**config.mk**
```make
export PLATFORM = sky130hd
export DESIGN_NAME = dot_star_pattern_matcher
export DESIGN_NICKNAME = d
export VERILOG_FILES = /design/src/rtl/dsm_pkg.sv /design/src/rtl/dsm_cell.sv /design/src/rtl/dsm_ctrl.sv /design/src/rtl/dot_star_pattern_matcher.sv
export SDC_FILE = /design/constraint.sdc
export NUM_CORES = 1
export LEC_CHECK = 0
export BUFFER_PORTS_ARGS = -buffer_cell sky130_fd_sc_hd__buf_2
export CAP_MARGIN = 0
export CORE_MARGIN = 3
export CORE_UTILIZATION = 61
export DETAILED_ROUTE_END_ITERATION = 6
export PLACE_DENSITY = 0.85
export SLEW_MARGIN = 20
export SYNTH_ARGS = -nofsm -noshare
export SYNTH_HDL_FRONTEND = slang
export SYNTH_HIERARCHICAL = 1
export SYNTH_SLANG_ARGS = --single-unit
```
**constraint.sdc**
```tcl
create_clock -name clk_i -period 6.6 [get_ports clk_i]
set_clock_uncertainty 0.2 [all_clocks]
set_input_delay 0.66 -clock clk_i [delete_from_list [all_inputs] [get_ports clk_i]]
set_output_delay 0.66 -clock clk_i [all_outputs]
set_load 0.01 [all_outputs]
```
**src/rtl/dsm_pkg.sv**
```systemverilog
// ----------------------------------------------------------------------------
// dsm_pkg
// Shared types and constants for the dot-star pattern matcher: request kinds,
// sequencer states and the control structs passed between modules.
// ----------------------------------------------------------------------------
package dsm_pkg;

  localparam logic [7:0] ANY_SYMBOL = 8'd46;

  typedef enum logic [1:0] {
    KIND_LOAD = 2'd0,
    KIND_TEXT = 2'd1,
    KIND_END  = 2'd2
  } kind_e;

  typedef enum logic {
    ST_IDLE  = 1'b0,
    ST_CLOSE = 1'b1
  } state_e;

  // sequencer strobes towards the datapath
  typedef struct packed {
    logic take;
    logic load;
    logic close;
    logic step;
    logic publish;
  } seq_t;

  // command broadcast along the cell row
  typedef struct packed {
    logic       rearm;
    logic       close;
    logic       step;
    logic [7:0] text;
  } cmd_t;

endpackage

```
**src/rtl/dsm_cell.sv**
```systemverilog
// ----------------------------------------------------------------------------
// dsm_cell
// One pattern position: holds its element and active bit, forwards the
// star skip and the symbol advance to the next position.
// ----------------------------------------------------------------------------
module dsm_cell #(
  parameter logic IsHead = 1'b0
) (
  input  logic          clk_i,
  input  logic          rst_ni,
  input  dsm_pkg::cmd_t cmd_i,
  input  logic          wr_i,
  input  logic [7:0]    wr_symbol_i,
  input  logic          wr_star_i,
  input  logic          in_pat_i,
  input  logic          carry_i,
  input  logic          pass_i,
  output logic          act_o,
  output logic          carry_o,
  output logic          pass_o,
  output logic          chg_o
);

  logic [7:0] sym_q;
  logic       star_q;
  logic       act_q, act_d;
  logic       hit;
  logic       stay;

  always_ff @(posedge clk_i) begin
    if (wr_i) begin
      sym_q  <= wr_symbol_i;
      star_q <= wr_star_i;
    end
  end

  assign hit     = (sym_q == dsm_pkg::ANY_SYMBOL) || (sym_q == cmd_i.text);
  assign carry_o = act_q & star_q & in_pat_i;
  assign pass_o  = act_q & hit & ~star_q & in_pat_i;
  assign stay    = act_q & hit & star_q & in_pat_i;
  assign chg_o   = carry_i & ~act_q;
  assign act_o   = act_q;

  always_comb begin
    priority if (cmd_i.rearm) begin
      act_d = IsHead;
    end else if (cmd_i.close) begin
      act_d = act_q | carry_i;
    end else if (cmd_i.step) begin
      act_d = stay | pass_i;
    end else begin
      act_d = act_q;
    end
  end

  always_ff @(posedge clk_i or negedge rst_ni) begin
    if (!rst_ni) begin
      act_q <= IsHead;
    end else begin
      act_q <= act_d;
    end
  end

endmodule

```
**src/rtl/dsm_ctrl.sv**
```systemverilog
// ----------------------------------------------------------------------------
// dsm_ctrl
// Request sequencer: takes requests, runs the closure until it settles, then
// applies the symbol step or hands the result to the output register.
// ----------------------------------------------------------------------------
module dsm_ctrl (
  input  logic          clk_i,
  input  logic          rst_ni,
  input  logic          in_valid_i,
  input  logic [1:0]    kind_i,
  input  logic          chg_i,
  input  logic          out_free_i,
  output logic          in_ready_o,
  output dsm_pkg::seq_t seq_o
);

  dsm_pkg::state_e state_q, state_d;
  logic            is_end_q, is_end_d;
  logic            is_scan;
  logic            is_load;

  always_comb begin
    is_scan = 1'b0;
    is_load = 1'b0;
    unique case (kind_i)
      dsm_pkg::KIND_LOAD: is_load = 1'b1;
      dsm_pkg::KIND_TEXT: is_scan = 1'b1;
      dsm_pkg::KIND_END:  is_scan = 1'b1;
      default: begin
        is_scan = 1'b0;
        is_load = 1'b0;
      end
    endcase
  end

  // next state
  always_comb begin
    state_d  = state_q;
    is_end_d = is_end_q;
    unique case (state_q)
      dsm_pkg::ST_IDLE: begin
        if (in_valid_i && is_scan) begin
          state_d  = dsm_pkg::ST_CLOSE;
          is_end_d = (kind_i == dsm_pkg::KIND_END);
        end
      end
      dsm_pkg::ST_CLOSE: begin
        if (!chg_i && (!is_end_q || out_free_i)) begin
          state_d = dsm_pkg::ST_IDLE;
        end
      end
      default: state_d = dsm_pkg::ST_IDLE;
    endcase
  end

  // outputs
  always_comb begin
    in_ready_o    = 1'b0;
    seq_o         = '0;
    unique case (state_q)
      dsm_pkg::ST_IDLE: begin
        in_ready_o = 1'b1;
        seq_o.take = in_valid_i;
        seq_o.load = in_valid_i && is_load;
      end
      dsm_pkg::ST_CLOSE: begin
        seq_o.close   = chg_i;
        seq_o.step    = !chg_i && !is_end_q;
        seq_o.publish = !chg_i && is_end_q && out_free_i;
      end
      default: in_ready_o = 1'b0;
    endcase
  end

  always_ff @(posedge clk_i or negedge rst_ni) begin
    if (!rst_ni) begin
      state_q  <= dsm_pkg::ST_IDLE;
      is_end_q <= 1'b0;
    end else begin
      state_q  <= state_d;
      is_end_q <= is_end_d;
    end
  end

endmodule

```
**src/rtl/dot_star_pattern_matcher.sv**
```systemverilog
// ----------------------------------------------------------------------------
// dot_star_pattern_matcher
// Whole-string match of streamed text against a stored pattern of symbols
// with any-symbol and star elements, tracked as a row of position cells.
//
//   channel  signals                                    direction
//   in       in_valid_i/in_ready_o, kind_i, symbol_i,   request in
//            is_star_i, first_element_i
//   out      out_valid_o/out_ready_i, matched_o,        result out
//            pattern_overflow_o
//
// A pattern element load is handled in the idle state and does not leave it.
// A text symbol or end of text is taken in the idle state; the star closure then
// runs until no position changes, and then the symbol step or the result publish
// is applied. The closure moves one position per cycle along the cell row.
// End of text holds in the closure state while the previous result is untaken.
// After reset the pattern is empty and only position zero is active.
// ----------------------------------------------------------------------------
module dot_star_pattern_matcher #(
  parameter int MAX_ELEMENTS = 32
) (
  input  logic       clk_i,
  input  logic       rst_ni,
  input  logic       in_valid_i,
  output logic       in_ready_o,
  input  logic [1:0] kind_i,
  input  logic [7:0] symbol_i,
  input  logic       is_star_i,
  input  logic       first_element_i,
  output logic       out_valid_o,
  input  logic       out_ready_i,
  output logic       matched_o,
  output logic       pattern_overflow_o
);

  localparam int CW = $clog2(MAX_ELEMENTS + 1);
  localparam logic [CW-1:0] MaxCount = CW'(MAX_ELEMENTS);

  dsm_pkg::seq_t seq;
  dsm_pkg::cmd_t cmd;

  logic [CW-1:0]         count_q, count_d;
  logic [CW-1:0]         wr_idx;
  logic                  wr_en;
  logic                  ovf_q, ovf_d;
  logic [7:0]            text_q;
  logic                  act_last_q, act_last_d;
  logic [MAX_ELEMENTS:0] carry_w;
  logic [MAX_ELEMENTS:0] pass_w;
  logic [MAX_ELEMENTS-1:0] act_w;
  logic [MAX_ELEMENTS-1:0] chg_w;
  logic [MAX_ELEMENTS:0] act_all;
  logic                  chg_any;
  logic                  out_free;
  logic                  out_valid_q;
  logic                  matched_q;
  logic                  povf_q;

  assign out_free = !out_valid_q || out_ready_i;

  dsm_ctrl u_ctrl (
    .clk_i      (clk_i),
    .rst_ni     (rst_ni),
    .in_valid_i (in_valid_i),
    .kind_i     (kind_i),
    .chg_i      (chg_any),
    .out_free_i (out_free),
    .in_ready_o (in_ready_o),
    .seq_o      (seq)
  );

  always_ff @(posedge clk_i) begin
    if (seq.take) begin
      text_q <= symbol_i;
    end
  end

  assign cmd.rearm = seq.load || seq.publish;
  assign cmd.close = seq.close;
  assign cmd.step  = seq.step;
  assign cmd.text  = text_q;

  // pattern store write and fill count
  assign wr_idx = first_element_i ? '0 : count_q;
  assign wr_en  = seq.load && (first_element_i || (count_q < MaxCount));

  always_comb begin
    count_d = count_q;
    ovf_d   = ovf_q;
    if (seq.load) begin
      if (first_element_i) begin
        count_d = CW'(1);
        ovf_d   = 1'b0;
      end else if (count_q < MaxCount) begin
        count_d = count_q + CW'(1);
      end else begin
        ovf_d = 1'b1;
      end
    end
  end

  assign carry_w[0] = 1'b0;
  assign pass_w[0]  = 1'b0;

  for (genvar i = 0; i < MAX_ELEMENTS; i++) begin : g_cell
    dsm_cell #(
      .IsHead (i == 0)
    ) u_cell (
      .clk_i       (clk_i),
      .rst_ni      (rst_ni),
      .cmd_i       (cmd),
      .wr_i        (wr_en && (wr_idx == CW'(i))),
      .wr_symbol_i (symbol_i),
      .wr_star_i   (is_star_i),
      .in_pat_i    (CW'(i) < count_q),
      .carry_i     (carry_w[i]),
      .pass_i      (pass_w[i]),
      .act_o       (act_w[i]),
      .carry_o     (carry_w[i+1]),
      .pass_o      (pass_w[i+1]),
      .chg_o       (chg_w[i])
    );
  end

  // position past the last element
  always_comb begin
    priority if (cmd.rearm) begin
      act_last_d = 1'b0;
    end else if (cmd.close) begin
      act_last_d = act_last_q | carry_w[MAX_ELEMENTS];
    end else if (cmd.step) begin
      act_last_d = pass_w[MAX_ELEMENTS];
    end else begin
      act_last_d = act_last_q;
    end
  end

  assign chg_any = (|chg_w) || (carry_w[MAX_ELEMENTS] && !act_last_q);
  assign act_all = {act_last_q, act_w};

  always_ff @(posedge clk_i or negedge rst_ni) begin
    if (!rst_ni) begin
      count_q     <= '0;
      ovf_q       <= 1'b0;
      act_last_q  <= 1'b0;
      out_valid_q <= 1'b0;
    end else begin
      count_q    <= count_d;
      ovf_q      <= ovf_d;
      act_last_q <= act_last_d;
      if (seq.publish) begin
        out_valid_q <= 1'b1;
      end else if (out_ready_i) begin
        out_valid_q <= 1'b0;
      end
    end
  end

  always_ff @(posedge clk_i) begin
    if (seq.publish) begin
      matched_q <= !ovf_q && act_all[count_q];
      povf_q    <= ovf_q;
    end
  end

  assign out_valid_o        = out_valid_q;
  assign matched_o          = matched_q;
  assign pattern_overflow_o = povf_q;

  a_rearm_head_only: assert property (@(posedge clk_i) disable iff (!rst_ni)
    cmd.rearm |=> act_all == (MAX_ELEMENTS + 1)'(1))
    else $error("rearm left positions other than the head active");

  a_count_bound: assert property (@(posedge clk_i) disable iff (!rst_ni)
    count_q <= MaxCount)
    else $error("pattern count above store size");

  a_no_match_on_overflow: assert property (@(posedge clk_i) disable iff (!rst_ni)
    seq.publish && ovf_q |=> out_valid_o && !matched_o && pattern_overflow_o)
    else $error("overflowed pattern reported a match");

  a_idle_no_update: assert property (@(posedge clk_i) disable iff (!rst_ni)
    in_ready_o |-> !seq.close && !seq.step && !seq.publish)
    else $error("active set updated while taking requests");

endmodule

```
==> impl_results.md <==
- Run status: finished, final reports clean
- CTS tree: done
- Syn avg cell area: 12.78 um2
- Post-Synth XOR/XNOR Area: 13.02%
- PortBufs: 19
- Minimum clock period: 5.213 ns
- CTS clk-pin slew, worst paths: 0.06 ns
- Largest family of logic cells by synthesized area: simple AND/OR/NAND/NOR gates
- Final Setup Violations: 0
- Pwr Density: 271.7 nW/um2
- Slew Limit Fails: 0
- HP Class: in2reg
- IO Pins: 20
- Post-synth ARST share: 12.61%
- RSZ-0062 raised after global routing: false
- Gr ovfl total: 0
- Rows: 60
- Worst slew margin: 23.76%
- Critical Path Source Type: flop
- Crit path top cell by count: nor2_1
- Starting density of the core: 63.04%
- F_max: 0.1918 GHz
- Drt pass-1 iters: 5
- WP buf/inv: 1
- DRT iter0 DRCs: 1521
- Top_reg_cell synth: edfxtp_1
- Synthesized area: 17230 um2
- HP Start: first_element_i
- Lkg Pwr: 6.357 nW
- Max Fanout on Critical Path: 34
- Crit share post-route: 78.98%
- Detailed-route wire length per cell: 24.43 um
- Crit-path cells: nor2_1 -> inv_1 -> nor2_1 -> nand2_1 -> and3_1 -> nor2b_1 -> nor4_1 -> nand4_1 -> nor2_1 -> nand4_1 -> nor3_1 -> or2_2 -> nor3_1 -> o21ai_0 -> o32ai_1 -> nor2_1
- Initial antenna violation count: 1
- Chip width: 174.0 um
- First-pass GRT wire length: 67480 um
- Maximum vdd drop: 0.2423 mV
- Commonest cells after routing, fill and taps aside: 298 x edfxtp_1, 256 x xor2_1, 79 x nor2_1
- Clock latency on the worst-skew pair: 0.52 ns
- Delay-heaviest family, CP: simple AND/OR/NAND/NOR gates
- Data arrival time of the critical path: 5.47 ns
- Number of routed nets with antenna violations: 0
- Compound-Gate Fraction of Synth Area: 5.724%
- Largest net degree at the start of global routing: 63
- Final hold violations: 0
- Vias in the first global route: 11740
- Slowest Stage Delay on Critical Path: 0.77 ns
- Required @ worst endpoint: 6.85 ns
- Mux cell area share after synthesis: 1.249%
- Post-Route WL: 44100 um
- Simple-Gate Fraction of Synth Area: 20.57%
- Clock tree buffer depth: 3
- Setup Fix Bufs, Post-CTS: 0
- Routed vias: 11760
- Seq cells post-synth: 341
- Die area: 30290 um2
- Syn-to-layout area delta: 10.33%
- Slowest cell on crit path: or2_2
- Placed cell areas: 17820 um2
- R2r startpoint: count_q[5]
- Yosys Warn Count: 6
- Crit end category: flop
- TritonCTS Sinks: 341
- Remaining DRCs: 0
- Seq/Total Area, Yosys: 58.20%
- Fraction of layout cells with a size suffix above 1: 13.61%
- Setup TNS: 0 ns
- H-tree levels: 2
- Inserted Clock Buffers: 35
- Core footprint: 27330 um2
- Crit. Startpoint: count_q[5]
- Worst setup path class: reg2reg
- Total global routing track utilization: 28.73%
- Via density per instance: 6.512
- Antenna Cells: 0
- Post-synth EDFFs: 298
- Vert. Die Dim: 174.0 um
- MaxCap Viol Count: 0
- Final nets: 1430
- Final instance area: 19000 um2
- Most common cell after layout, fill and taps aside: edfxtp_1
- Root buf cell: clkbuf_16
- Worst Tran Pin Value: 1.144 ns
- Yosys cell types: 52
- Post-synthesis cell count: 1348
- GP Congestion: 0.9925
- Adder-cell area share of the yosys netlist: 0.3632%
- DP Wirelength: 27730 um
## flip-flops by register name (all words and copies together) (netlist names), 6 cells and up
| signal | count |
|---|---|
| g_cell.u_cell/sym_q | 256 |
| text_q | 8 |
| count_q | 6 |
| g_cell.u_cell/star_q | 32 |
| g_cell.u_cell/act_o | 32 |
## routing by layer
metal  share of wire (%)  GRT usage (%)  wire [um]
met1                  40          39.41      17780
met3                 8.1          4.696       3587
met2                  49          47.43      21430
met4                 2.9          9.216       1278
met5               0.029              0         13
## final cells by class
| type | instances | area (um2) |
|---|---|---|
| multi-input cells | 977 | 7066 |
| repair buffers | 35 | 235.2 |
| inverters | 19 | 71.32 |
| clock inverters | 11 | 136.4 |
| flip-flops and latches | 341 | 10030 |
| fillers | 1902 | 8322 |
| well taps | 372 | 465.4 |
| clock buffers | 50 | 1005 |
## worst register-to-register path: cells and delay by family (launching register included)
family | cells | cell delay [ns]
buffers and inverters | 1 | 0.20
AND/OR/NAND/NOR | 13 | 3.86
flip-flops | 1 | 0.57
AO/OA/AOI/OAI | 2 | 0.33
## logic make-up after synthesis
kind of cell / after synthesis
other: 1
and+or+nand+nor: 526
AOI/OAI and AO/OA: 175
adders and majority gates: 5
xor gates and xnor gates: 256
muxes: 12
buffers and inverters: 32
DFF: 341
## synth_stat cells, drive strengths merged, types with 2 or more instances
master | count | share of area (%)
nand4b | 32 | 1.6
inv | 19 | 0.41
nand2b | 35 | 1.3
xor2 | 256 | 13
ha | 5 | 0.36
nand4 | 4 | 0.15
and2 | 2 | 0.087
mux2 | 4 | 0.28
o21ai | 62 | 1.8
buf | 8 | 0.32
a211oi | 34 | 1.5
dfrtp | 42 | 6.1
nor2 | 80 | 1.8
clkbuf | 5 | 0.12
nand3b | 31 | 1.4
nand3 | 3 | 0.12
nand2 | 63 | 1.4
mux4 | 6 | 0.85
a21oi | 71 | 2.1
nor3 | 68 | 2.9
edfxtp | 298 | 52
mux2i | 2 | 0.12
nor2b | 67 | 2.5
nor4 | 105 | 6.2
and3 | 33 | 1.2
## worst paths after layout
path | end | slack (ns) | cells past startpoint
setup / recovery | g_cell[0].u_cell/act_o | 1.39 | 16
hold / removal | ovf_q | 0.33 | 2
setup reg to reg | g_cell[0].u_cell/act_o | 1.39 | 16
hold reg to reg | pattern_overflow_o | 0.38 | 0
max in group asynchronous | g_cell[27].u_cell/act_o | 5.22 | 2
min in group asynchronous | g_cell[1].u_cell/act_o | 0.52 | 2
## through the flow
stage	util (%)	hold slack, ns	setup slack (ns)	power, mW	instances
floorplan	-	0.1644	0.7190	2.974	1350
global placement	65.22	0.3228	1.630	3.196	1741
detailed placement	65.22	0.3379	1.620	3.210	1741
CTS	69.44	0.3087	1.575	5.160	1803
global route	69.55	0.3234	1.057	5.325	1805
finish	69.55	0.3335	1.387	5.163	1805
## where the power goes
part           total (mW)  switching [mW]  internal, mW  leakage [nW]
clock network        1.97           0.791          1.18         0.551
logic               0.739           0.506         0.233          2.53
registers            2.46          0.0711          2.38          3.27
total                5.16            1.37          3.80          6.36
## repair_timing
item / 4_1_cts / 5_1_grt
hold buffers: 1 / 0
gates resized for setup: 0 / 0
hold endpoints to repair: 19 / 0
No activity file was read; power rests on OpenSTA's default activity.
